**src/hw/rtl/eoe_pkg.sv**
```systemverilog
// shared constants, types and lookup functions for the exif orientation extractor
// no dependencies; imported by every module of the block
package eoe_pkg;

  localparam int unsigned STORE_BYTES = 1024;
  localparam int unsigned ADDR_W      = $clog2(STORE_BYTES);
  localparam int unsigned LEN_W       = $clog2(STORE_BYTES + 1);
  localparam int unsigned PTR_W       = LEN_W + 1;

  localparam logic [1:0] KIND_JPEG = 2'd0;
  localparam logic [1:0] KIND_WEBP = 2'd1;
  localparam logic [1:0] KIND_PNG  = 2'd2;

  localparam logic [7:0] MK_PAD   = 8'hFF;
  localparam logic [7:0] MK_SOI   = 8'hD8;
  localparam logic [7:0] MK_EOI   = 8'hD9;
  localparam logic [7:0] MK_TEM   = 8'h01;
  localparam logic [7:0] MK_RST0  = 8'hD0;
  localparam logic [7:0] MK_RST7  = 8'hD7;
  localparam logic [7:0] MK_SOS   = 8'hDA;
  localparam logic [7:0] MK_APP1  = 8'hE1;

  localparam logic [15:0] TAG_ORIENT  = 16'h0112;
  localparam logic [15:0] TIFF_MAGIC  = 16'd42;
  localparam logic [15:0] TYPE_SHORT  = 16'd3;
  localparam logic [3:0]  ENTRY_BYTES = 4'd12;
  localparam logic [7:0]  ORDER_LE    = 8'h49;
  localparam logic [7:0]  ORDER_BE    = 8'h4D;

  localparam logic [2:0] PREFIX_LEN    = 3'd6;
  localparam logic [2:0] PREFIX_FAILED = 3'd7;

  localparam logic [3:0] ORIENT_DEFAULT = 4'd1;

  typedef enum logic [1:0] {
    SEC_HDR = 2'd0,
    SEC_CNT = 2'd1,
    SEC_ENT = 2'd2
  } sec_e;

  typedef struct packed {
    logic load;
    logic take;
    sec_e sec;
    logic ent_begin;
    logic ent_next;
    logic res_one;
    logic res_val;
  } walk_cmd_t;

  typedef struct packed {
    logic len_short;
    logic sec_end;
    logic hdr_bad;
    logic ent_fit;
    logic ent_hit;
  } walk_sts_t;

  function automatic logic [7:0] sig_byte(input logic [1:0] kind, input logic [3:0] idx);
    logic [7:0] r;
    r = 8'h00;
    case (kind)
      KIND_JPEG: begin
        case (idx)
          4'd0:    r = 8'hFF;
          4'd1:    r = 8'hD8;
          default: r = 8'h00;
        endcase
      end
      KIND_WEBP: begin
        case (idx)
          4'd0:    r = 8'h52;
          4'd1:    r = 8'h49;
          4'd2:    r = 8'h46;
          4'd3:    r = 8'h46;
          4'd8:    r = 8'h57;
          4'd9:    r = 8'h45;
          4'd10:   r = 8'h42;
          4'd11:   r = 8'h50;
          default: r = 8'h00;
        endcase
      end
      KIND_PNG: begin
        case (idx)
          4'd0:    r = 8'h89;
          4'd1:    r = 8'h50;
          4'd2:    r = 8'h4E;
          4'd3:    r = 8'h47;
          4'd4:    r = 8'h0D;
          4'd5:    r = 8'h0A;
          4'd6:    r = 8'h1A;
          4'd7:    r = 8'h0A;
          default: r = 8'h00;
        endcase
      end
      default: r = 8'h00;
    endcase
    return r;
  endfunction

  function automatic logic [3:0] sig_len(input logic [1:0] kind);
    logic [3:0] r;
    case (kind)
      KIND_JPEG: r = 4'd2;
      KIND_WEBP: r = 4'd12;
      default:   r = 4'd8;
    endcase
    return r;
  endfunction

  function automatic logic [7:0] prefix_byte(input logic [2:0] idx);
    logic [7:0] r;
    case (idx)
      3'd0:    r = 8'h45;
      3'd1:    r = 8'h78;
      3'd2:    r = 8'h69;
      3'd3:    r = 8'h66;
      default: r = 8'h00;
    endcase
    return r;
  endfunction

  // exif chunk name: upper case for webp, mixed case for png
  function automatic logic [7:0] chunk_name(input logic webp, input logic [1:0] p);
    logic [7:0] r;
    case (p)
      2'd0:    r = webp ? 8'h45 : 8'h65;
      2'd1:    r = 8'h58;
      2'd2:    r = 8'h49;
      default: r = webp ? 8'h46 : 8'h66;
    endcase
    return r;
  endfunction

  function automatic logic [7:0] iend_byte(input logic [1:0] p);
    logic [7:0] r;
    case (p)
      2'd0:    r = 8'h49;
      2'd1:    r = 8'h45;
      2'd2:    r = 8'h4E;
      default: r = 8'h44;
    endcase
    return r;
  endfunction

endpackage

```
**src/hw/rtl/eoe_ctrl.sv**
```systemverilog
// tiff walk sequencer: steps header, entry count and ifd0 entries byte by byte
// depends on eoe_pkg; drives eoe_dp through walk_cmd_t
module eoe_ctrl import eoe_pkg::*; (
  input  logic      clk_i,
  input  logic      rst_ni,
  input  logic      walk_start_i,
  input  walk_sts_t sts_i,
  output walk_cmd_t cmd_o,
  output logic      busy_o,
  output logic      done_o
);

  typedef enum logic [9:0] {
    S_IDLE    = 10'b0000000001,
    S_CHECK   = 10'b0000000010,
    S_HDR_RD  = 10'b0000000100,
    S_HDR_USE = 10'b0000001000,
    S_CNT_RD  = 10'b0000010000,
    S_CNT_USE = 10'b0000100000,
    S_ENT_CHK = 10'b0001000000,
    S_ENT_RD  = 10'b0010000000,
    S_ENT_USE = 10'b0100000000,
    S_OUT     = 10'b1000000000
  } walk_st_e;

  walk_st_e st_q, st_d;

  always_comb begin
    st_d  = st_q;
    cmd_o = '{load: 1'b0, take: 1'b0, sec: SEC_HDR, ent_begin: 1'b0,
              ent_next: 1'b0, res_one: 1'b0, res_val: 1'b0};
    case (st_q)
      S_IDLE: begin
        if (walk_start_i) begin
          cmd_o.load = 1'b1;
          st_d       = S_CHECK;
        end
      end
      S_CHECK: begin
        if (sts_i.len_short) begin
          cmd_o.res_one = 1'b1;
          st_d          = S_OUT;
        end else begin
          st_d = S_HDR_RD;
        end
      end
      S_HDR_RD: st_d = S_HDR_USE;
      S_HDR_USE: begin
        cmd_o.take = 1'b1;
        if (sts_i.hdr_bad) begin
          cmd_o.res_one = 1'b1;
          st_d          = S_OUT;
        end else if (sts_i.sec_end) begin
          st_d = S_CNT_RD;
        end else begin
          st_d = S_HDR_RD;
        end
      end
      S_CNT_RD: begin
        cmd_o.sec = SEC_CNT;
        st_d      = S_CNT_USE;
      end
      S_CNT_USE: begin
        cmd_o.sec  = SEC_CNT;
        cmd_o.take = 1'b1;
        st_d       = sts_i.sec_end ? S_ENT_CHK : S_CNT_RD;
      end
      S_ENT_CHK: begin
        cmd_o.sec = SEC_ENT;
        if (sts_i.ent_fit) begin
          cmd_o.ent_begin = 1'b1;
          st_d            = S_ENT_RD;
        end else begin
          cmd_o.res_one = 1'b1;
          st_d          = S_OUT;
        end
      end
      S_ENT_RD: begin
        cmd_o.sec = SEC_ENT;
        st_d      = S_ENT_USE;
      end
      S_ENT_USE: begin
        cmd_o.sec  = SEC_ENT;
        cmd_o.take = 1'b1;
        if (!sts_i.sec_end) begin
          st_d = S_ENT_RD;
        end else if (sts_i.ent_hit) begin
          cmd_o.res_val = 1'b1;
          st_d          = S_OUT;
        end else begin
          cmd_o.ent_next = 1'b1;
          st_d           = S_ENT_CHK;
        end
      end
      S_OUT:   st_d = S_IDLE;
      default: st_d = S_IDLE;
    endcase
  end

  assign busy_o = (st_q != S_IDLE);
  assign done_o = (st_q == S_OUT);

  always_ff @(posedge clk_i or negedge rst_ni) begin
    if (!rst_ni) begin
      st_q <= S_IDLE;
    end else begin
      st_q <= st_d;
    end
  end

endmodule

```
**config.mk**
```make
export PLATFORM = sky130hd
export DESIGN_NAME = eoe_ctrl
export DESIGN_NICKNAME = d
export VERILOG_FILES = /design/src/hw/rtl/eoe_pkg.sv /design/src/hw/rtl/eoe_ctrl.sv
export SDC_FILE = /design/constraint.sdc
export NUM_CORES = 1
export LEC_CHECK = 0
export BUFFER_PORTS_ARGS = -buffer_cell sky130_fd_sc_hd__buf_2
export CORE_MARGIN = 3
export CORE_UTILIZATION = 50
export DETAILED_ROUTE_END_ITERATION = 8
export GPL_TIMING_DRIVEN = 0
export HOLD_SLACK_MARGIN = 0.06
export PLACE_DENSITY = 0.87
export SYNTH_ARGS = -nofsm -noshare
export SYNTH_HDL_FRONTEND = slang
export SYNTH_SLANG_ARGS = --single-unit
```
**constraint.sdc**
```tcl
create_clock -name clk_i -period 1.6 [get_ports clk_i]
set_input_delay 0.08 -clock clk_i [delete_from_list [all_inputs] [get_ports clk_i]]
set_output_delay 0.08 -clock clk_i [all_outputs]
set_load 0.01 [all_outputs]
```
==> results.json, run 1 <==
{
  "status": "complete, but fails checks",
  "violations": "setup timing",
  "synthesis.area_um2": 716,
  "p_clk_share_pct": 22.2,
  "detail-route-antenna-nets": 0,
  "dr.pass1.iters": 4,
  "yosys_warnings": 0,
  "via_per_inst": 5.94,
  "overflow": 0,
  "final_max_slew_viol_count": 0,
  "clock_latency_ps": 280,
  "p_per_area_nw_per_um2": 1040,
  "ys_ff_latch": 10,
  "wl_um": 2130,
  "routedWlPerCell_um": 16.5,
  "start_util_pct": 54.3,
  "worst-path-buf-inv": 2,
  "worst_slack_ps": -102,
  "grt_max_degree": 11,
  "end_kind": "output pin",
  "skew_ps": 4.47,
  "worstPathCellList": "buf_6 -> nor3_4 -> nand4_2 -> o221ai_2 -> buf_2",
  "hold_viol": 0,
  "critPathTopFamily": "simple AND/OR/NAND/NOR gates",
  "clk_path_buf_depth": 2,
  "track_usage_pct": 20.3,
  "switchingPower_uw": 436,
  "criticalPathCategory": "flip-flop to output pin",
  "period_needed_ps": 1700,
  "worstHoldPathType": "input port to flip-flop",
  "power_frac_seq_pct": 31.6,
  "nets": 123,
  "slew_headroom_pct": 75.4,
  "syn_nets": 85,
  "maxCapViolCount": 0,
  "vias": 766,
  "pwr-share-comb_pct": 46.2,
  "synth_top_area_share_pct": 31.5,
  "die_h_um": 43.8,
  "place_ws_ps": 26.5,
  "drt_iter0_drc": 23,
  "synthTopCellsByArea": "dfrtp_1 31%, nand3_1 4.9%, nor3_4 4.5%",
  "critPathMaxFanout": 7,
  "grt_pass1_vias": 648,
  "top_regs": "st_q x10",
  "hpwl_um": 1200,
  "yosysUniqueCellTypes": 37,
  "pin_count": 18,
  "insertedDiodeCount": 0,
  "critPathArrivalTime_ps": 1620,
  "min_period_over_period_pct": 106,
  "cp_slowest_stage_delay_ps": 380,
  "grt_pass1_wl_um": 2840,
  "ys_seq_area_share_pct": 35.1,
  "syn2layout_area_growth_pct": 51.7,
  "cts-root-buf": "clkbuf_4",
  "portBuffers": 17,
  "cp.required_ps": 1520,
  "largest_reg_flops": 10,
  "vdd.ir_drop.worst_uv": 951,
  "gp_congestion": 0.814,
  "cp_slowest_cell": "dfrtp_1",
  "die_area_um2": 1920,
  "coreArea_um2": 1320,
  "numCtsBuffers": 3,
  "critPathLaunchType": "flip-flop",
  "cts_sinks": 10,
  "drc": 0,
  "netlist_instances": 77,
  "die_w_um": 43.8,
  "p_total_uw": 1130,
  "power.internal_uw": 696,
  "top_register": "st_q",
  "rows": 13,
  "leakage_uw": 0.000523,
  "worst_pin_slew_ps": 363,
  "yosysTopAreaCell": "dfrtp_1",
  "cts_tree": "done",
  "antenna_found_initial": 0,
  "clk_pin_slew_ps": 80,
  "clock.fmax_mhz": 588,
  "fillerInstances": 77,
  "cts.htree.levels": 1,
  "syn_area_per_cell_um2": 9.29,
  "drive_above_1_share_pct": 55.3,
  "holdWs_ps": 61.3,
  "swShare_pct": 38.5,
  "final.setup.tns_ps": -485,
  "setup_viol": 9,
  "grt_setup_unrepaired": "yes"
}
cells by family (layout without fill, tap and decap cells):
family / Yosys count / count (layout) / synth area share (%)
AOI/OAI and AO/OA: 10 / 10 / 11.4
xor gates and xnor gates: 3 / 3 / 3.67
buffers and inverters: 7 / 44 / 5.59
DFF: 10 / 10 / 35.1
and+or+nand+nor: 47 / 47 / 44.2
metal layers:
layer	up-vias	part of all wire, %	track usage, %
li1	360	-	-
met3	4	6.7	3.73
met2	35	54	35.5
met1	367	38	24.5
met4	0	0.89	7.23
met5	-	0	0
metrics by stage:
step | utilization [%] | cell area [um^2] | cells
detailed placement | 62.2 | 820 | 109
CTS | 74.4 | 980 | 124
floorplan | - | 716 | 77
global route | 82.4 | 1090 | 129
finish | 82.4 | 1090 | 129
global placement | 62.2 | 820 | 109
cell usage after synthesis, drive strengths merged:
library cell	instances
nor3	4
nand4	3
and4	1
o32ai	1
or2	1
nor2	6
xnor2	1
nand3b	2
o221ai	1
nor4b	2
dfstp	1
and3	3
o211ai	2
o21ai	3
inv	3
nor4	3
and2	2
nor3b	3
o2111ai	1
clkbuf	1
or3b	1
xor2	2
buf	3
a221oi	1
nor2b	3
a31oi	1
dfrtp	9
nand3	7
and2b	1
nand2	5
layout by cell type (no fill, tap or decap), types with 2 or more instances in the layout:
cell            n
nor4b_1         2
buf_4          10
nor3_1          2
nor4_4          2
o211ai_1        2
clkbuf_4        3
dlygate4sd3_1   4
buf_6           7
nand4_1         2
nor3_4          2
nand3b_1        2
inv_1           3
nor2b_1         3
o21ai_0         2
nand2_1         3
xor2_1          2
dfrtp_2         4
nor3b_2         2
dfrtp_1         5
nor2_1          5
nand3_2         2
nand3_1         5
buf_2          16
power by group through the flow:
stage                     clock network (uW)  logic [uW]  registers (uW)
after global placement                     0         357             350
after floorplan                            0         270             344
after global routing                     257         568             363
after CTS                                239         425             356
after detailed placement                   0         364             354
final                                    251         523             357
worst reg2reg max path, stage by stage (launching register included):
cell and delay (ps):
dfrtp_1 380, buf_6 150, nor3_4 260, nand4_2 180, buf_6 160, or3b_4 370
o21ai_2 60
layout make-up:
cell class              count  area (um^2)  area share, %
multi-input cells          60          489           45.0
flip-flops and latches     10          256           23.6
repair buffers             34          246           22.7
clock buffers               4         36.3           3.34
plain buffers               3         27.5           2.53
well taps                  15         18.8           1.73
inverters                   3         11.3           1.04
worst paths after layout:
kind,endpoint,slack (ps),startpoint,depth (start not counted)
max reg2reg,st_q[4],-30,st_q[6],6
min in group asynchronous,st_q[6],200,rst_ni,2
min,st_q[1],60,walk_start_i,2
min reg2reg,st_q[8],600,st_q[6],2
max,cmd_o[1],-100,st_q[6],5
max in group asynchronous,st_q[0],1140,rst_ni,2
what timing repair did:
| action | 4_1_cts | 5_1_grt |
|---|---|---|
| hold buffers | 4 | 0 |
| hold endpoints to repair | 12 | 0 |
| endpoints found under the setup margin | 10 | 11 |
| buffers inserted | 8 | 5 |
| resized for setup | 9 | 16 |
| pin swaps | 7 | 8 |
| gates cloned | 0 | 0 |
Power figures use the tool's default switching activity.
==> run 2, diff against run 1 <==
--- a/config.mk
+++ b/config.mk
@@ -5,13 +5,13 @@
 export SDC_FILE = /design/constraint.sdc
 export NUM_CORES = 1
 export LEC_CHECK = 0
-export BUFFER_PORTS_ARGS = -buffer_cell sky130_fd_sc_hd__buf_2
 export CORE_MARGIN = 3
 export CORE_UTILIZATION = 50
 export DETAILED_ROUTE_END_ITERATION = 8
+export DONT_BUFFER_PORTS = 1
 export GPL_TIMING_DRIVEN = 0
 export HOLD_SLACK_MARGIN = 0.06
-export PLACE_DENSITY = 0.87
+export PLACE_DENSITY = 0.76
 export SYNTH_ARGS = -nofsm -noshare
 export SYNTH_HDL_FRONTEND = slang
 export SYNTH_SLANG_ARGS = --single-unit
==> run 2 against run 1 <==
- the run still ends with setup timing left
- combinational power up 8.2%
- sequential cell count is the same
- sequential share of layout area rose by 1.5 points
- design area fell by 6.6%
- first-iteration DRC count up 13%
- clock power fell by 25%
- worst setup slack better by 50 ps
- global-route usage grew 1.7 points
- critical path type unchanged
==> results.json, run 2 (synthesis results as in run 1) <==
{
  "status": "complete, but fails checks",
  "violations": "setup timing",
  "crit_start": "st_q[6]",
  "cts_sinks": 10,
  "final_area_um2": 1010,
  "cp.required_ps": 1520,
  "swShare_pct": 41.1,
  "start_util_pct": 54.3,
  "setup_viol": 3,
  "power_frac_seq_pct": 32.2,
  "met1_usage_pct": 26.6,
  "hpwl_um": 1140,
  "clock_latency_ps": 270,
  "clk_path_buf_depth": 2,
  "clock.fmax_mhz": 606,
  "end_kind": "output pin",
  "use_met3_pct": 3.73,
  "wl_um": 2040,
  "criticalPathCategory": "flip-flop to output pin",
  "die_w_um": 43.8,
  "grt_pass1_wl_um": 3190,
  "drc": 0,
  "skew_ps": 5.94,
  "holdWs_ps": 64.5,
  "antenna_found_initial": 0,
  "final_max_slew_viol_count": 0,
  "cp-endpoint": "cmd_o[7]",
  "die_h_um": 43.8,
  "seq_area_um2": 255,
  "vias": 720,
  "largest_reg_flops": 10,
  "numCtsBuffers": 3,
  "critPathArrivalTime_ps": 1570,
  "die_area_um2": 1920,
  "overflow": 0,
  "placed_cell_area_um2": 734,
  "cts_tree": "done",
  "cts-root-buf": "clkbuf_4",
  "fillerInstances": 73,
  "maxCapViolCount": 0,
  "top_usage_layer": "met2",
  "power.internal_uw": 655,
  "slew_headroom_pct": 67.9,
  "multiInputGateArea_um2": 514,
  "period_needed_ps": 1650,
  "final_common_cell": "buf_4",
  "gp_congestion": 0.718,
  "top_regs": "st_q x10",
  "cts.htree.levels": 1,
  "layout_common_cells": "12 x buf_4, 6 x nand3_1, 6 x dlygate4sd3_1, 6 x dfrtp_1, 5 x nor2_1",
  "syn2layout_area_growth_pct": 41.8,
  "r2r_cells": 5,
  "insertedDiodeCount": 0,
  "track_usage_pct": 22.0,
  "rows": 13,
  "drt_iter0_drc": 26,
  "hold_viol": 0,
  "routedWlPerCell_um": 17.9,
  "nets": 108,
  "pin_count": 18,
  "grt_pass1_vias": 695,
  "r2r_setup_slack_ps": 30,
  "worst_pin_slew_ps": 480,
  "switchingPower_uw": 457,
  "rr_endpoint": "st_q[4]",
  "leakage_uw": 0.000438,
  "grtUsageMet2_pct": 39.0,
  "r2r-start": "st_q[6]",
  "min_period_over_period_pct": 103,
  "via_per_inst": 6.32,
  "grt_max_degree": 11,
  "critPathLaunchType": "flip-flop",
  "pwr-share-comb_pct": 50.9,
  "p_total_uw": 1110,
  "top_register": "st_q",
  "clk_pin_slew_ps": 70,
  "critPathMaxFanout": 6,
  "detail-route-antenna-nets": 0,
  "p_per_area_nw_per_um2": 1100,
  "worstHoldPathType": "input port to flip-flop",
  "drive_above_1_share_pct": 42.4,
  "worst_slack_ps": -51.2,
  "p_clk_share_pct": 16.9,
  "vdd.ir_drop.worst_uv": 947,
  "portBuffers": 0,
  "dr.pass1.iters": 4,
  "coreArea_um2": 1320,
  "grt_setup_unrepaired": "yes"
}
## run 2: cell types whose count changed in the layout (fill, tap and decap cells not counted), sizes merged
| cell | previous run | this run |
|---|---|---|
| dlygate4sd3 | 4 | 6 |
| buf | 33 | 16 |
## run 2: power by group through the flow
stage | combinational (uW) | sequential, uW | clock [uW]
6_report | 566 | 358 | 188
5_1_grt | 613 | 363 | 192
4_1_cts | 446 | 359 | 182
3_5_place_dp | 326 | 356 | 0
3_3_place_gp | 315 | 354 | 0
2_1_floorplan | 270 | 344 | 0
## run 2: repair_timing
item,4_1_cts,5_1_grt
resized for setup,13,8
pin swaps,7,7
hold buffers,6,0
hold endpoints to repair,16,0
endpoints found under the setup margin,11,12
setup buffers,5,8
## run 2: cell type report
class,instances,share of cell area [%]
Multi-Input combinational cell,60,50.7
Sequential cell,10,25.2
Timing Repair Buffer,19,15.9
Buffer,3,2.71
Clock buffer,4,2.59
Tap cell,15,1.85
Inverter,3,1.11
## run 2: worst min-delay path by stage
stage                         end  cells past startpoint      from  slack, ps
after CTS                 st_q[6]                      2  sts_i[0]         60
after global placement    st_q[3]                      0    rst_ni       -220
after detailed placement  st_q[3]                      0    rst_ni       -220
after global routing      st_q[6]                      2  sts_i[0]         70
after floorplan           st_q[1]                      0    rst_ni       -220
final                     st_q[6]                      2  sts_i[0]         60
## run 2: routing by layer
| layer | share of wire (%) | up-vias |
|---|---|---|
| met3 | 4.8 | 6 |
| met5 | 0 | - |
| met1 | 42 | 351 |
| met2 | 50 | 31 |
| met4 | 2.8 | 0 |
| li1 | - | 332 |
## run 2: stage by stage
stage,TNS (ps),setup WS [ps],utilization (%),cells
4_1_cts,-21.5,-9.28,68.9,106
6_report,-90.6,-51.2,77.0,114
2_1_floorplan,0,186,-,77
5_1_grt,-448,-102,77.0,114
3_3_place_gp,-42.9,-42.9,55.7,92
3_5_place_dp,-37.1,-37.1,55.7,92
## run 2: critical path, stage by stage, from the launching register on
cell and delay (ps):
dfrtp_1 380, buf_6 140, nor4_4 370, and2_4 230, and3_4 190
