===== config.mk =====
export PLATFORM = sky130hd
export DESIGN_NAME = eoe_scan
export DESIGN_NICKNAME = d
export VERILOG_FILES = /design/src/hw/rtl/eoe_pkg.sv /design/src/hw/rtl/eoe_scan.sv
export SDC_FILE = /design/constraint.sdc
export NUM_CORES = 1
export LEC_CHECK = 0
export BUFFER_PORTS_ARGS = -buffer_cell sky130_fd_sc_hd__buf_2
export CAP_MARGIN = 20
export CELL_PAD_IN_SITES_DETAIL_PLACEMENT = 0
export CELL_PAD_IN_SITES_GLOBAL_PLACEMENT = 1
export CORE_MARGIN = 2
export CORE_UTILIZATION = 45
export CTS_BUF_LIST = sky130_fd_sc_hd__clkbuf_16
export DETAILED_ROUTE_END_ITERATION = 10
export GPL_ROUTABILITY_DRIVEN = 0
export PLACE_DENSITY = 0.79
export SYNTH_ARGS = -nofsm -noshare
export SYNTH_HDL_FRONTEND = slang
export SYNTH_SLANG_ARGS = --single-unit

===== constraint.sdc =====
create_clock -name clk_i -period 5 [get_ports clk_i]
set_clock_uncertainty 0.15 [all_clocks]
set_input_delay 0.75 -clock clk_i [delete_from_list [all_inputs] [get_ports clk_i]]
set_output_delay 0.75 -clock clk_i [all_outputs]
set_load 0.02 [all_outputs]

===== src/hw/rtl/eoe_pkg.sv =====
// shared constants, types and lookup functions for the exif orientation extractor
// no dependencies; imported by every module of the block
package eoe_pkg;

  localparam int unsigned STORE_BYTES = 1024;
  localparam int unsigned ADDR_W      = $clog2(STORE_BYTES);
  localparam int unsigned LEN_W       = $clog2(STORE_BYTES + 1);
  localparam int unsigned PTR_W       = LEN_W + 1;

  localparam logic [1:0] KIND_JPEG = 2'd0;
  localparam logic [1:0] KIND_WEBP = 2'd1;
  localparam logic [1:0] KIND_PNG  = 2'd2;

  localparam logic [7:0] MK_PAD   = 8'hFF;
  localparam logic [7:0] MK_SOI   = 8'hD8;
  localparam logic [7:0] MK_EOI   = 8'hD9;
  localparam logic [7:0] MK_TEM   = 8'h01;
  localparam logic [7:0] MK_RST0  = 8'hD0;
  localparam logic [7:0] MK_RST7  = 8'hD7;
  localparam logic [7:0] MK_SOS   = 8'hDA;
  localparam logic [7:0] MK_APP1  = 8'hE1;

  localparam logic [15:0] TAG_ORIENT  = 16'h0112;
  localparam logic [15:0] TIFF_MAGIC  = 16'd42;
  localparam logic [15:0] TYPE_SHORT  = 16'd3;
  localparam logic [3:0]  ENTRY_BYTES = 4'd12;
  localparam logic [7:0]  ORDER_LE    = 8'h49;
  localparam logic [7:0]  ORDER_BE    = 8'h4D;

  localparam logic [2:0] PREFIX_LEN    = 3'd6;
  localparam logic [2:0] PREFIX_FAILED = 3'd7;

  localparam logic [3:0] ORIENT_DEFAULT = 4'd1;

  typedef enum logic [1:0] {
    SEC_HDR = 2'd0,
    SEC_CNT = 2'd1,
    SEC_ENT = 2'd2
  } sec_e;

  typedef struct packed {
    logic load;
    logic take;
    sec_e sec;
    logic ent_begin;
    logic ent_next;
    logic res_one;
    logic res_val;
  } walk_cmd_t;

  typedef struct packed {
    logic len_short;
    logic sec_end;
    logic hdr_bad;
    logic ent_fit;
    logic ent_hit;
  } walk_sts_t;

  function automatic logic [7:0] sig_byte(input logic [1:0] kind, input logic [3:0] idx);
    logic [7:0] r;
    r = 8'h00;
    case (kind)
      KIND_JPEG: begin
        case (idx)
          4'd0:    r = 8'hFF;
          4'd1:    r = 8'hD8;
          default: r = 8'h00;
        endcase
      end
      KIND_WEBP: begin
        case (idx)
          4'd0:    r = 8'h52;
          4'd1:    r = 8'h49;
          4'd2:    r = 8'h46;
          4'd3:    r = 8'h46;
          4'd8:    r = 8'h57;
          4'd9:    r = 8'h45;
          4'd10:   r = 8'h42;
          4'd11:   r = 8'h50;
          default: r = 8'h00;
        endcase
      end
      KIND_PNG: begin
        case (idx)
          4'd0:    r = 8'h89;
          4'd1:    r = 8'h50;
          4'd2:    r = 8'h4E;
          4'd3:    r = 8'h47;
          4'd4:    r = 8'h0D;
          4'd5:    r = 8'h0A;
          4'd6:    r = 8'h1A;
          4'd7:    r = 8'h0A;
          default: r = 8'h00;
        endcase
      end
      default: r = 8'h00;
    endcase
    return r;
  endfunction

  function automatic logic [3:0] sig_len(input logic [1:0] kind);
    logic [3:0] r;
    case (kind)
      KIND_JPEG: r = 4'd2;
      KIND_WEBP: r = 4'd12;
      default:   r = 4'd8;
    endcase
    return r;
  endfunction

  function automatic logic [7:0] prefix_byte(input logic [2:0] idx);
    logic [7:0] r;
    case (idx)
      3'd0:    r = 8'h45;
      3'd1:    r = 8'h78;
      3'd2:    r = 8'h69;
      3'd3:    r = 8'h66;
      default: r = 8'h00;
    endcase
    return r;
  endfunction

  // exif chunk name: upper case for webp, mixed case for png
  function automatic logic [7:0] chunk_name(input logic webp, input logic [1:0] p);
    logic [7:0] r;
    case (p)
      2'd0:    r = webp ? 8'h45 : 8'h65;
      2'd1:    r = 8'h58;
      2'd2:    r = 8'h49;
      default: r = webp ? 8'h46 : 8'h66;
    endcase
    return r;
  endfunction

  function automatic logic [7:0] iend_byte(input logic [1:0] p);
    logic [7:0] r;
    case (p)
      2'd0:    r = 8'h49;
      2'd1:    r = 8'h45;
      2'd2:    r = 8'h4E;
      default: r = 8'h44;
    endcase
    return r;
  endfunction

endpackage


===== src/hw/rtl/eoe_scan.sv =====
// byte-level container parser: signature, jpeg markers, riff/png chunks
// depends on eoe_pkg; drives store writes and starts the tiff walk
module eoe_scan import eoe_pkg::*; (
  input  logic              clk_i,
  input  logic              rst_ni,
  input  logic              acc_i,
  input  logic [7:0]        byte_i,
  input  logic              last_i,
  input  logic [1:0]        kind_i,
  output logic              st_we_o,
  output logic [ADDR_W-1:0] st_addr_o,
  output logic [7:0]        st_data_o,
  output logic              walk_start_o,
  output logic              walk_base6_o,
  output logic [LEN_W-1:0]  walk_len_o,
  output logic              emit_one_o
);

  typedef enum logic [10:0] {
    PH_SIG   = 11'b00000000001,
    PH_JSEEK = 11'b00000000010,
    PH_JFF   = 11'b00000000100,
    PH_JLEN  = 11'b00000001000,
    PH_JSKIP = 11'b00000010000,
    PH_JPAY  = 11'b00000100000,
    PH_CHDR  = 11'b00001000000,
    PH_CPAY  = 11'b00010000000,
    PH_CSKIP = 11'b00100000000,
    PH_CTAIL = 11'b01000000000,
    PH_DONE  = 11'b10000000000
  } scan_ph_e;

  scan_ph_e          ph_q, ph_d;
  logic [3:0]        idx_q, idx_d;
  logic [7:0]        mk_q, mk_d;
  logic [31:0]       la_q, la_d;
  logic [31:0]       seg_q, seg_d;
  logic [2:0]        pfx_q, pfx_d;
  logic [LEN_W-1:0]  tlen_q, tlen_d;
  logic              sent_q, sent_d;

  logic              webp;
  logic [31:0]       seg_dec;
  logic              seg_one;
  logic              room;
  logic [LEN_W-1:0]  pay_tlen;
  logic [2:0]        pay_pfx;
  logic              pay_base6;
  logic [LEN_W-1:0]  pay_len;
  logic [15:0]       la16;
  logic [2:0]        k;
  logic [1:0]        p;
  logic              type_byte;
  logic [7:0]        mk_n;
  logic [31:0]       la_n;

  assign webp      = (kind_i == KIND_WEBP);
  assign seg_dec   = seg_q - 32'd1;
  assign seg_one   = (seg_q == 32'd1);
  assign room      = (tlen_q < LEN_W'(STORE_BYTES));
  assign pay_tlen  = room ? tlen_q + LEN_W'(1) : tlen_q;
  assign pay_pfx   = (pfx_q < PREFIX_LEN) ?
                     ((byte_i == prefix_byte(pfx_q)) ? pfx_q + 3'd1 : PREFIX_FAILED) : pfx_q;
  assign pay_base6 = (pay_pfx == PREFIX_LEN);
  assign pay_len   = pay_tlen - (pay_base6 ? LEN_W'(6) : LEN_W'(0));
  assign la16      = {la_q[7:0], byte_i};
  assign k         = idx_q[2:0];
  assign p         = k[1:0];
  assign type_byte = webp ? !k[2] : k[2];

  assign st_addr_o = tlen_q[ADDR_W-1:0];
  assign st_data_o = byte_i;

  always_comb begin
    ph_d   = ph_q;
    idx_d  = idx_q;
    mk_d   = mk_q;
    la_d   = la_q;
    seg_d  = seg_q;
    pfx_d  = pfx_q;
    tlen_d = tlen_q;
    sent_d = sent_q;
    st_we_o      = 1'b0;
    walk_start_o = 1'b0;
    walk_base6_o = 1'b0;
    walk_len_o   = pay_len;
    emit_one_o   = 1'b0;
    mk_n = mk_q;
    la_n = la_q;
    if (type_byte) begin
      if (byte_i != chunk_name(webp, p)) mk_n = mk_n & 8'd2;
      if (webp || byte_i != iend_byte(p)) mk_n = mk_n & 8'd1;
    end else if (webp) begin
      la_n = la_q | ({24'd0, byte_i} << {p, 3'b000});
    end else begin
      la_n = {la_q[23:0], byte_i};
    end

    if (acc_i) begin
      case (ph_q)
        PH_SIG: begin
          if (kind_i > KIND_PNG) begin
            ph_d = PH_DONE;
          end else if (idx_q < 4'd12 && !(webp && idx_q >= 4'd4 && idx_q < 4'd8)
                       && byte_i != sig_byte(kind_i, idx_q)) begin
            ph_d = PH_DONE;
          end else begin
            idx_d = idx_q + 4'd1;
            if (idx_d >= sig_len(kind_i)) begin
              if (kind_i == KIND_JPEG) begin
                ph_d = PH_JSEEK;
              end else begin
                ph_d  = PH_CHDR;
                idx_d = 4'd0;
                la_d  = 32'd0;
                mk_d  = 8'd3;
              end
            end
          end
        end
        PH_JSEEK: begin
          if (byte_i == MK_PAD) ph_d = PH_JFF;
        end
        PH_JFF: begin
          if (byte_i == MK_PAD) begin
            ph_d = PH_JFF;
          end else if (byte_i == MK_SOI || byte_i == MK_EOI || byte_i == MK_TEM
                       || (byte_i >= MK_RST0 && byte_i <= MK_RST7)) begin
            ph_d = PH_JSEEK;
          end else if (byte_i == MK_SOS) begin
            ph_d = PH_DONE;
          end else begin
            mk_d  = byte_i;
            idx_d = 4'd0;
            la_d  = 32'd0;
            ph_d  = PH_JLEN;
          end
        end
        PH_JLEN: begin
          la_d  = {16'd0, la16};
          idx_d = idx_q + 4'd1;
          if (idx_q != 4'd0) begin
            if (la16 < 16'd2) begin
              ph_d = PH_DONE;
            end else begin
              seg_d = {16'd0, la16 - 16'd2};
              if (mk_q == MK_APP1) begin
                tlen_d = '0;
                pfx_d  = 3'd0;
                ph_d   = (la16 == 16'd2) ? PH_JSEEK : PH_JPAY;
              end else begin
                ph_d   = (la16 == 16'd2) ? PH_JSEEK : PH_JSKIP;
              end
            end
          end
        end
        PH_JSKIP: begin
          seg_d = seg_dec;
          if (seg_one) ph_d = PH_JSEEK;
        end
        PH_JPAY: begin
          st_we_o = room;
          tlen_d  = pay_tlen;
          pfx_d   = pay_pfx;
          seg_d   = seg_dec;
          if (seg_one) begin
            if (pay_base6) begin
              walk_start_o = 1'b1;
              walk_base6_o = 1'b1;
              sent_d       = 1'b1;
              ph_d         = PH_DONE;
            end else begin
              ph_d = PH_JSEEK;
            end
          end
        end
        PH_CHDR: begin
          mk_d  = mk_n;
          la_d  = la_n;
          idx_d = idx_q + 4'd1;
          if (k == 3'd7) begin
            if (mk_n[0]) begin
              seg_d  = la_n;
              tlen_d = '0;
              pfx_d  = 3'd0;
              ph_d   = PH_CPAY;
              if (la_n == 32'd0) begin
                // empty exif chunk walks zero bytes
                walk_start_o = 1'b1;
                walk_len_o   = '0;
                sent_d       = 1'b1;
                ph_d         = PH_DONE;
              end
            end else if (!webp && mk_n[1]) begin
              ph_d = PH_DONE;
            end else if (la_n != 32'd0) begin
              seg_d = la_n;
              ph_d  = PH_CSKIP;
            end else if (!webp) begin
              seg_d = 32'd4;
              ph_d  = PH_CTAIL;
            end else begin
              // zero-length webp chunk has no pad byte
              idx_d = 4'd0;
              la_d  = 32'd0;
              mk_d  = 8'd3;
            end
          end
        end
        PH_CPAY: begin
          st_we_o = room;
          tlen_d  = pay_tlen;
          pfx_d   = pay_pfx;
          seg_d   = seg_dec;
          if (seg_one) begin
            walk_start_o = 1'b1;
            walk_base6_o = pay_base6;
            sent_d       = 1'b1;
            ph_d         = PH_DONE;
          end
        end
        PH_CSKIP: begin
          seg_d = seg_dec;
          if (seg_one) begin
            if (!webp) begin
              seg_d = 32'd4;
              ph_d  = PH_CTAIL;
            end else if (la_q[0]) begin
              seg_d = 32'd1;
              ph_d  = PH_CTAIL;
            end else begin
              ph_d  = PH_CHDR;
              idx_d = 4'd0;
              la_d  = 32'd0;
              mk_d  = 8'd3;
            end
          end
        end
        PH_CTAIL: begin
          seg_d = seg_dec;
          if (seg_one) begin
            ph_d  = PH_CHDR;
            idx_d = 4'd0;
            la_d  = 32'd0;
            mk_d  = 8'd3;
          end
        end
        default: begin
          ph_d = ph_q;
        end
      endcase

      if (last_i) begin
        emit_one_o = !sent_d;
        ph_d   = PH_SIG;
        idx_d  = 4'd0;
        mk_d   = 8'd0;
        la_d   = 32'd0;
        seg_d  = 32'd0;
        pfx_d  = 3'd0;
        tlen_d = '0;
        sent_d = 1'b0;
      end
    end
  end

  always_ff @(posedge clk_i or negedge rst_ni) begin
    if (!rst_ni) begin
      ph_q   <= PH_SIG;
      idx_q  <= 4'd0;
      mk_q   <= 8'd0;
      la_q   <= 32'd0;
      seg_q  <= 32'd0;
      pfx_q  <= 3'd0;
      tlen_q <= '0;
      sent_q <= 1'b0;
    end else begin
      ph_q   <= ph_d;
      idx_q  <= idx_d;
      mk_q   <= mk_d;
      la_q   <= la_d;
      seg_q  <= seg_d;
      pfx_q  <= pfx_d;
      tlen_q <= tlen_d;
      sent_q <= sent_d;
    end
  end

endmodule


==> results.md, run 1 <==
- Yosys warns: 0
- Worst-path clk slew: 0.07 ns
- Clock sink total: 102
- Setup crit end kind: output pin
- Syn_nets: 1217
- Finished Layout Cells: 1436
- Post-CTS Setup Bufs: 0
- Die X: 146 µm
- Max VDD drop: 0.160 mV
- Hold Crit Class: input pin to async pin
- Async set-reset flop share out of synthesis: 100%
- DR vias/cell: 6.46
- Num ports: 47
- CP Max Fanout: 26
- Starting Density: 46.1%
- Status: finished clean
- Fin util: 49.3%
- CTS Root Cell: clkbuf_16
- CTS hold repair buffers: 0
- Overall Power: 2.60 mW
- Crit Reg-Reg Startpoint: idx_q[1]
- Routed len/inst: 21.5 µm
- Tmin final: 4.75 ns
- Slowest stage cell, crit path: dfrtp_1
- Initial antenna violation count: 0
- Highest clock rate: 211 MHz
- Design Area, Final: 9660 µm²
- CP Launch Type: flop
- Count leader, synth: nand2_1
- Main synth FF type: dfrtp_1
- Row cnt: 51
- Post-route antenna net violation count: 0
- Vias: 9283
- Core area: 19600 µm²
- MaxCap Viol Count: 0
- Total Routed Length: 30.9 mm
- CP arrival: 3.85 ns
- Final setup vio count: 0
- Vias in the first global route: 8831
- P per Cell Area: 270 nW/µm²
- Seq/Total Area, Yosys: 28.2%
- Max-slew violation count: 0
- Critical Path Start: idx_q[2]
- Die Ht: 146 µm
- Setup CP Type: flop to output pin
- Post-synthesis cell type count: 90
- Worst Tran Pin Value: 1.04 ns
- CP Data Required Time: 4.10 ns
- Worst skew pair latency: 0.36 ns
- Synth Cell Area: 9040 µm²
- I/O Buffers: 46
- Post-DP HPWL: 22.1 mm
- Flops & latches, synth: 102
- Largest net degree at the start of global routing: 65
- Slew headroom: 30.0%
- Yosys top cell area share: 28.0%
- PostCTS Resize Cnt: 0
- Worst Setup EP: walk_len_o[1]
- Cells along the critical path: buf_4, and4b_1, a31o_2, mux2i_1, nand4_1, or3_1, nor3_4, and3_1, nor2_1, buf_2
- Post-synth top area cell: dfrtp_1
- Final worst hold slack: 0.327 ns
- Tcrit/Tclk final: 95.0%
- FF-to-FF path depth: 13
- Global route total overflow: 0
- Final WS setup: 0.252 ns
- First drt pass iteration count: 6
- CP peak stage delay: 0.56 ns
- DRT iter0 DRCs: 1135
- First-pass GRT wire length: 50.2 mm
- Top post-synthesis cells by area: dfrtp_1 (28%), nand2_1 (5.1%), nor2_1 (4.9%)
- Pre-CTS setup slack: 0.368 ns
- Leak Pwr: 4.01 nW
- TritonCTS Buffers: 9
- Post-route DRC: 0
- Number of enable flip-flop cells after synthesis: 0
- Die Area: 21200 µm²
- Setup tns final: 0 ns
- Area post-placement: 9380 µm²
- Placed Cells: 1420
- R2R Setup Slk: 0.79 ns
- Final hold vios: 0
- Total track usage: 29.4%
- Synthesis-to-layout area growth: 6.82%
- Ratio of cells with drive above 1 in the final layout: 10.9%
- Worst r2r dst: la_q[14]
- Number of nets in the layout: 1200
- Number of diodes: 0
- Synthesized instance count: 1183
- Clock buffer depth: 2
- Htree depth: 3
- RSZ-0062 raised after global routing: no
- Average size of a mapped cell: 7.64 µm²
- Most frequent cells after synthesis: nand2_1 (124), nor2_1 (118), dfrtp_1 (101)
- CTS tree: done
-- area by class of cell --
type,instances,area (µm²)
fillers,1960,9930
clock buffers,9,225
clock inverters,7,48.8
inverters,30,113
multi-input cells,939,5850
repair buffers,84,531
flip-flops and latches,102,2550
well taps,265,332
-- how the worst min path moves through the flow --
stage / startpoint / to / slack [ns] / depth (start not counted)
finish: rst_ni / mk_q[6] / 0.33 / 1
global route: sent_q / sent_q / 0.35 / 2
CTS: sent_q / sent_q / 0.33 / 2
detailed placement: sent_q / sent_q / 0.32 / 2
global placement: sent_q / sent_q / 0.32 / 2
floorplan: la_q[27] / la_q[27] / 0.29 / 2
-- sequential cells by signal (all words and copies together), names as in the netlist --
name	count
seg_q	32
idx_q	4
la_q	32
sent_q	1
tlen_q	11
ph_q	11
pfx_q	3
mk_q	8
-- critical path: cells and delay by family (launching register included) --
family,cells,cell delay (ns)
and+or+nand+nor,6,1.86
DFF,1,0.56
buffers and inverters,2,0.49
muxes,1,0.30
AOI/OAI and AO/OA,1,0.28
-- routing by layer --
metal	vias to the layer above	wire length, µm	share of wire [%]	GRT usage [%]
li1	4328	-	-	-
met1	4423	13800	45	41.8
met2	447	13600	44	45.0
met3	85	2440	7.9	4.64
met4	0	1120	3.6	11.5
met5	-	0	0	0
-- report_power, final --
group / switching [mW] / internal [mW]
Clock: 0.340 / 0.339
Sequential: 0.0618 / 0.872
Combinational: 0.636 / 0.354
Total: 1.04 / 1.57
-- placed cells by master (no fill, tap or decap), drive strengths merged, types with 19 or more instances in the layout --
cell   instances
dfrtp        101
o21ai         92
nor3          53
inv           30
ha            19
nor2         118
nand3         39
o31ai         48
a21oi         53
nand2        124
or3           19
and3          26
xnor2         33
xor2          21
buf           84
-- cells by family after synthesis --
family	Yosys count	synth area share, %
AOI/OAI and AO/OA	357	27.2
xor gates and xnor gates	54	5.23
adders and majority gates	20	2.85
buffers and inverters	142	7.09
DFF	102	28.2
muxes	12	1.44
and+or+nand+nor	496	27.9
(Power assumes the default switching activity.)
==> run 2, diff against run 1 <==
--- a/config.mk
+++ b/config.mk
@@ -9,6 +9,7 @@
 export CAP_MARGIN = 20
 export CELL_PAD_IN_SITES_DETAIL_PLACEMENT = 0
 export CELL_PAD_IN_SITES_GLOBAL_PLACEMENT = 1
+export CORE_ASPECT_RATIO = 0.8
 export CORE_MARGIN = 2
 export CORE_UTILIZATION = 45
 export CTS_BUF_LIST = sky130_fd_sc_hd__clkbuf_16
==> results.md, run 2 (same netlist as run 1, synthesis figures left out) <==
- FF-to-FF path depth: 11
- Setup CP Type: input pin to output pin
- Highest clock rate: 210 MHz
- Final worst hold slack: 0.319 ns
- Total track usage: 29.8%
- DR vias/cell: 6.57
- Number of diodes: 0
- Worst r2r dst: la_q[22]
- Hold Crit Class: input pin to async pin
- Met2 routed WL: 13.3 mm
- Tmin final: 4.76 ns
- Die X: 162 µm
- CTS hold repair buffers: 0
- P per Cell Area: 280 nW/µm²
- Routed len/inst: 21.8 µm
- Met3 routed wirelength: 3.03 mm
- Max VDD drop: 0.152 mV
- Vias: 9408
- CP Launch Type: input pin
- Slew headroom: 33.6%
- Setup crit end kind: output pin
- Row cnt: 46
- Htree depth: 3
- Final setup vio count: 0
- CTS tree: done
- Setup tns final: 0 ns
- Status: finished clean
- CP Max Fanout: 20
- Synthesis-to-layout area growth: 7.03%
- CTS Root Cell: clkbuf_16
- Regs by FF count: la_q (32), seg_q (32)
- P_sw: 1.06 mW
- Max Used Layer: met4
- Ratio of cells with drive above 1 in the final layout: 10.6%
- # fillers: 1947
- Die Ht: 131 µm
- Sw frac: 39.1%
- Clock power share: 29.2%
- Final hold vios: 0
- R2R Setup Slk: 0.60 ns
- Starting Density: 45.8%
- Initial antenna violation count: 0
- Post-route antenna net violation count: 0
- TritonCTS Buffers: 9
- Sequential Power Share: 34.9%
- First-pass GRT wire length: 49.4 mm
- Tcrit/Tclk final: 95.3%
- Largest net degree at the start of global routing: 63
- Crit Reg-Reg Startpoint: idx_q[0]
- Post-route DRC: 0
- DRT iter0 DRCs: 1287
- Combinational cell fraction of total power: 35.9%
- Die Area: 21200 µm²
- MaxCap Viol Count: 0
- Post-DP HPWL: 22.1 mm
- Number of nets in the layout: 1198
- Max-slew violation count: 0
- Worst skew pair latency: 0.36 ns
- I/O Buffers: 46
- P_int: 1.65 mW
- Commonest non-fill, non-tap cell in the layout: nand2_1
- Vias in the first global route: 8535
- Post-CTS Setup Bufs: 0
- Clock sink total: 102
- Most frequent cells in the layout: nand2_1 (124), nor2_1 (118), dfrtp_1 (100)
- Total Routed Length: 31.3 mm
- Leak Pwr: 4.03 nW
- Global route total overflow: 0
- Worst Tran Pin Value: 0.996 ns
- CP arrival: 3.86 ns
- Clock buffer depth: 2
- RSZ-0062 raised after global routing: no
- First drt pass iteration count: 8
- WL met1: 14.4 mm
- CP Data Required Time: 4.10 ns
- Worst-path clk slew: 0.08 ns
- Core area: 19700 µm²
- Num ports: 47
[run 2: cell count changes in the layout (fill, tap and decap cells not counted), moves of 2 or more]
cell,change
buf_4,-2
clkinvlp_4,-3
clkinv_1,+2
bufinv_16,+2
[run 2: cell type report]
cell class                      instances  area (µm²)  area share (%)
Clock inverter                          7        88.8           0.918
Inverter                               30         113            1.16
Timing Repair Buffer                   82         515            5.33
Multi-Input combinational cell        939        5850            60.4
Clock buffer                            9         225            2.33
Sequential cell                       102        2550            26.4
Tap cell                              264         330            3.41
[run 2: power groups by stage]
| stage | Clock [mW] | Combinational (mW) | Sequential (mW) |
|---|---|---|---|
| after global routing | 0.837 | 1.06 | 0.952 |
| final | 0.791 | 0.973 | 0.944 |
| after detailed placement | 0 | 0.946 | 0.957 |
| after CTS | 0.801 | 0.949 | 0.942 |
| after floorplan | 0 | 0.708 | 0.922 |
| after global placement | 0 | 0.941 | 0.957 |
[run 2: what timing repair did]
item                       CTS  global route
hold endpoints to repair     0             0
setup endpoints to repair    0             5
resized for setup            0             1
[run 2: worst max path at each step]
stage | startpoint | to | slack (ns)
2_1_floorplan | byte_i[2] | walk_len_o[8] | 0.86
3_3_place_gp | kind_i[0] | walk_len_o[7] | 0.34
3_5_place_dp | kind_i[0] | walk_len_o[10] | 0.29
4_1_cts | kind_i[0] | walk_len_o[10] | 0.24
5_1_grt | kind_i[0] | walk_len_o[4] | 0.07
6_report | kind_i[0] | walk_len_o[10] | 0.24
[run 2: metrics by stage]
step	worst slack [ns]	total power [mW]	std cells	util, %	cell area [µm²]
floorplan	0.859	1.63	1183	-	9040
global placement	0.338	1.90	1417	47.4	9360
detailed placement	0.294	1.90	1417	47.4	9360
CTS	0.243	2.69	1433	49.0	9670
global route	0.0663	2.85	1433	49.0	9680
finish	0.236	2.71	1433	49.0	9680
[run 2: worst max-delay path, cell delays in order]
cell,delay [ns]
buf_2,0.11
buf_4,0.20
and4b_1,0.32
and3_1,0.22
o31ai_1,0.52
nand4_1,0.18
or3_1,0.47
nor3_4,0.33
and3_1,0.47
nor2_1,0.10
buf_2,0.17
[run 2: routing by layer]
metal  vias up  track usage, %
met1      4551            44.5
met4         0            7.39
met5         -               0
met3        47            5.15
met2       480            44.9
li1       4330               -
==> run 3, diff against run 2 <==
--- a/config.mk
+++ b/config.mk
@@ -5,7 +5,6 @@
 export SDC_FILE = /design/constraint.sdc
 export NUM_CORES = 1
 export LEC_CHECK = 0
-export BUFFER_PORTS_ARGS = -buffer_cell sky130_fd_sc_hd__buf_2
 export CAP_MARGIN = 20
 export CELL_PAD_IN_SITES_DETAIL_PLACEMENT = 0
 export CELL_PAD_IN_SITES_GLOBAL_PLACEMENT = 1
@@ -14,8 +13,8 @@
 export CORE_UTILIZATION = 45
 export CTS_BUF_LIST = sky130_fd_sc_hd__clkbuf_16
 export DETAILED_ROUTE_END_ITERATION = 10
-export GPL_ROUTABILITY_DRIVEN = 0
-export PLACE_DENSITY = 0.79
+export DONT_BUFFER_PORTS = 1
+export PLACE_DENSITY = 0.76
 export SYNTH_ARGS = -nofsm -noshare
 export SYNTH_HDL_FRONTEND = slang
 export SYNTH_SLANG_ARGS = --single-unit
==> results.md, run 3 (same netlist as run 1, synthesis figures left out) <==
- Pre-CTS setup slack: 0.395 ns
- Max VDD drop: 0.146 mV
- Critical path's top delay family: simple AND/OR/NAND/NOR gates
- Setup crit end kind: output pin
- P_sw: 1.00 mW
- CP arrival: 3.81 ns
- Clock buffer depth: 2
- Hold Crit Class: input pin to async pin
- Tcrit/Tclk final: 94.3%
- TritonCTS Buffers: 9
- Row cnt: 46
- Ratio of cells with drive above 1 in the final layout: 6.62%
- CP peak stage delay: 0.58 ns
- Final setup vio count: 0
- Die X: 162 µm
- GR Util met1: 43.9%
- Combinational cell fraction of total power: 34.9%
- CP Data Required Time: 4.10 ns
- CP Max Fanout: 14
- I/O Buffers: 0
- Total Routed Length: 31.0 mm
- Most frequent cells in the layout: nand2_1 (124), nor2_1 (117), dfrtp_1 (101)
- Setup CP Type: flop to output pin
- Final worst hold slack: 0.0797 ns
- Commonest non-fill, non-tap cell in the layout: nand2_1
- Final WS setup: 0.286 ns
- Post-route DRC: 0
- Met3 Usage GRT: 5.59%
- Die Area: 21200 µm²
- RSZ-0062 raised after global routing: no
- Clock power share: 29.7%
- Htree depth: 3
- Leak Pwr: 3.79 nW
- Final hold vios: 0
- Tmin final: 4.71 ns
- Starting Density: 45.8%
- Highest clock rate: 212 MHz
- Largest net degree at the start of global routing: 102
- Post-DP HPWL: 21.9 mm
- P_int: 1.65 mW
- Slowest stage cell, crit path: o31ai_1
- Regs by FF count: la_q (32), seg_q (32)
- CTS Root Cell: clkbuf_16
- Busiest metal layer after global routing: met2
- Sequential Power Share: 35.5%
- Cell mode on critical path: and3_1
- Worst-path clk slew: 0.07 ns
- Number of nets in the layout: 1146
- Cells along the critical path: and4b_1, and3_1, o31ai_1, o2111ai_1, or3_1, nor3_4, and3_1, nor2_1
- Core area: 19700 µm²
- CTS tree: done
- Max-slew violation count: 0
- First-pass GRT wire length: 48.8 mm
- Num ports: 47
- CP Launch Type: flop
- Overall Power: 2.65 mW
- Worst skew pair latency: 0.37 ns
- P per Cell Area: 281 nW/µm²
- Slew headroom: 30.4%
- Clock sink total: 102
- Vias in the first global route: 8249
- First drt pass iteration count: 6
- Critical path buffers and inverters: 0
- Total track usage: 29.7%
- Placer congestion estimate: 0.889
- Sw frac: 37.8%
- GR Util met2: 44.7%
- Worst Tran Pin Value: 1.03 ns
- Die Ht: 131 µm
- MaxCap Viol Count: 0
- DRT iter0 DRCs: 1122
- Vias: 9127
- Post-route antenna net violation count: 0
- Status: finished clean
- Global route total overflow: 0
- DR vias/cell: 6.61
- Number of diodes: 0
- Routed len/inst: 22.5 µm
- Initial antenna violation count: 0
- Synthesis-to-layout area growth: 4.30%
- Setup tns final: 0 ns
==> run 3: worst paths after layout <==
kind | start | endpoint | slack [ns] | cells past startpoint
max | idx_q[2] | walk_len_o[3] | 0.29 | 8
min | rst_ni | ph_q[0] | 0.08 | 0
max reg2reg | idx_q[0] | seg_q[26] | 0.75 | 11
min reg2reg | sent_q | sent_q | 0.34 | 2
max in group asynchronous | rst_ni | seg_q[16] | 4.04 | 1
min in group clk_i | last_i | sent_q | 0.33 | 1
==> run 3: timing repair <==
item / in CTS / in global routing
setup endpoints to repair: 0 / 9
buffers inserted: 0 / 0
hold buffers: 1 / 0
resized for setup: 0 / 3
endpoints found under the hold margin: 101 / 0
==> run 3: layer usage <==
layer | share of wire (%) | routed length, µm
met1 | 47 | 14600
met2 | 43 | 13200
met3 | 8.6 | 2660
met4 | 1.8 | 546
met5 | 0 | 0
==> run 3: cell type report <==
type | instances | area [µm²]
well taps | 264 | 330
multi-input cells | 939 | 5860
clock buffers | 9 | 225
fillers | 2012 | 10300
inverters | 30 | 113
clock inverters | 7 | 88.8
repair buffers | 30 | 258
flip-flops and latches | 102 | 2550
==> run 3: power groups by stage <==
stage / registers, mW / clock network, mW / logic (mW)
floorplan: 0.922 / 0 / 0.708
global placement: 0.953 / 0 / 0.876
detailed placement: 0.952 / 0 / 0.882
CTS: 0.937 / 0.798 / 0.907
global route: 0.947 / 0.824 / 1.02
finish: 0.939 / 0.785 / 0.923
==> run 3: stage by stage <==
step	utilization [%]	instance area [µm²]	std cells
final	47.8	9430	1381
after global routing	47.8	9430	1381
after CTS	47.7	9410	1380
after detailed placement	45.9	9070	1363
after global placement	45.9	9070	1363
after floorplan	-	9040	1183
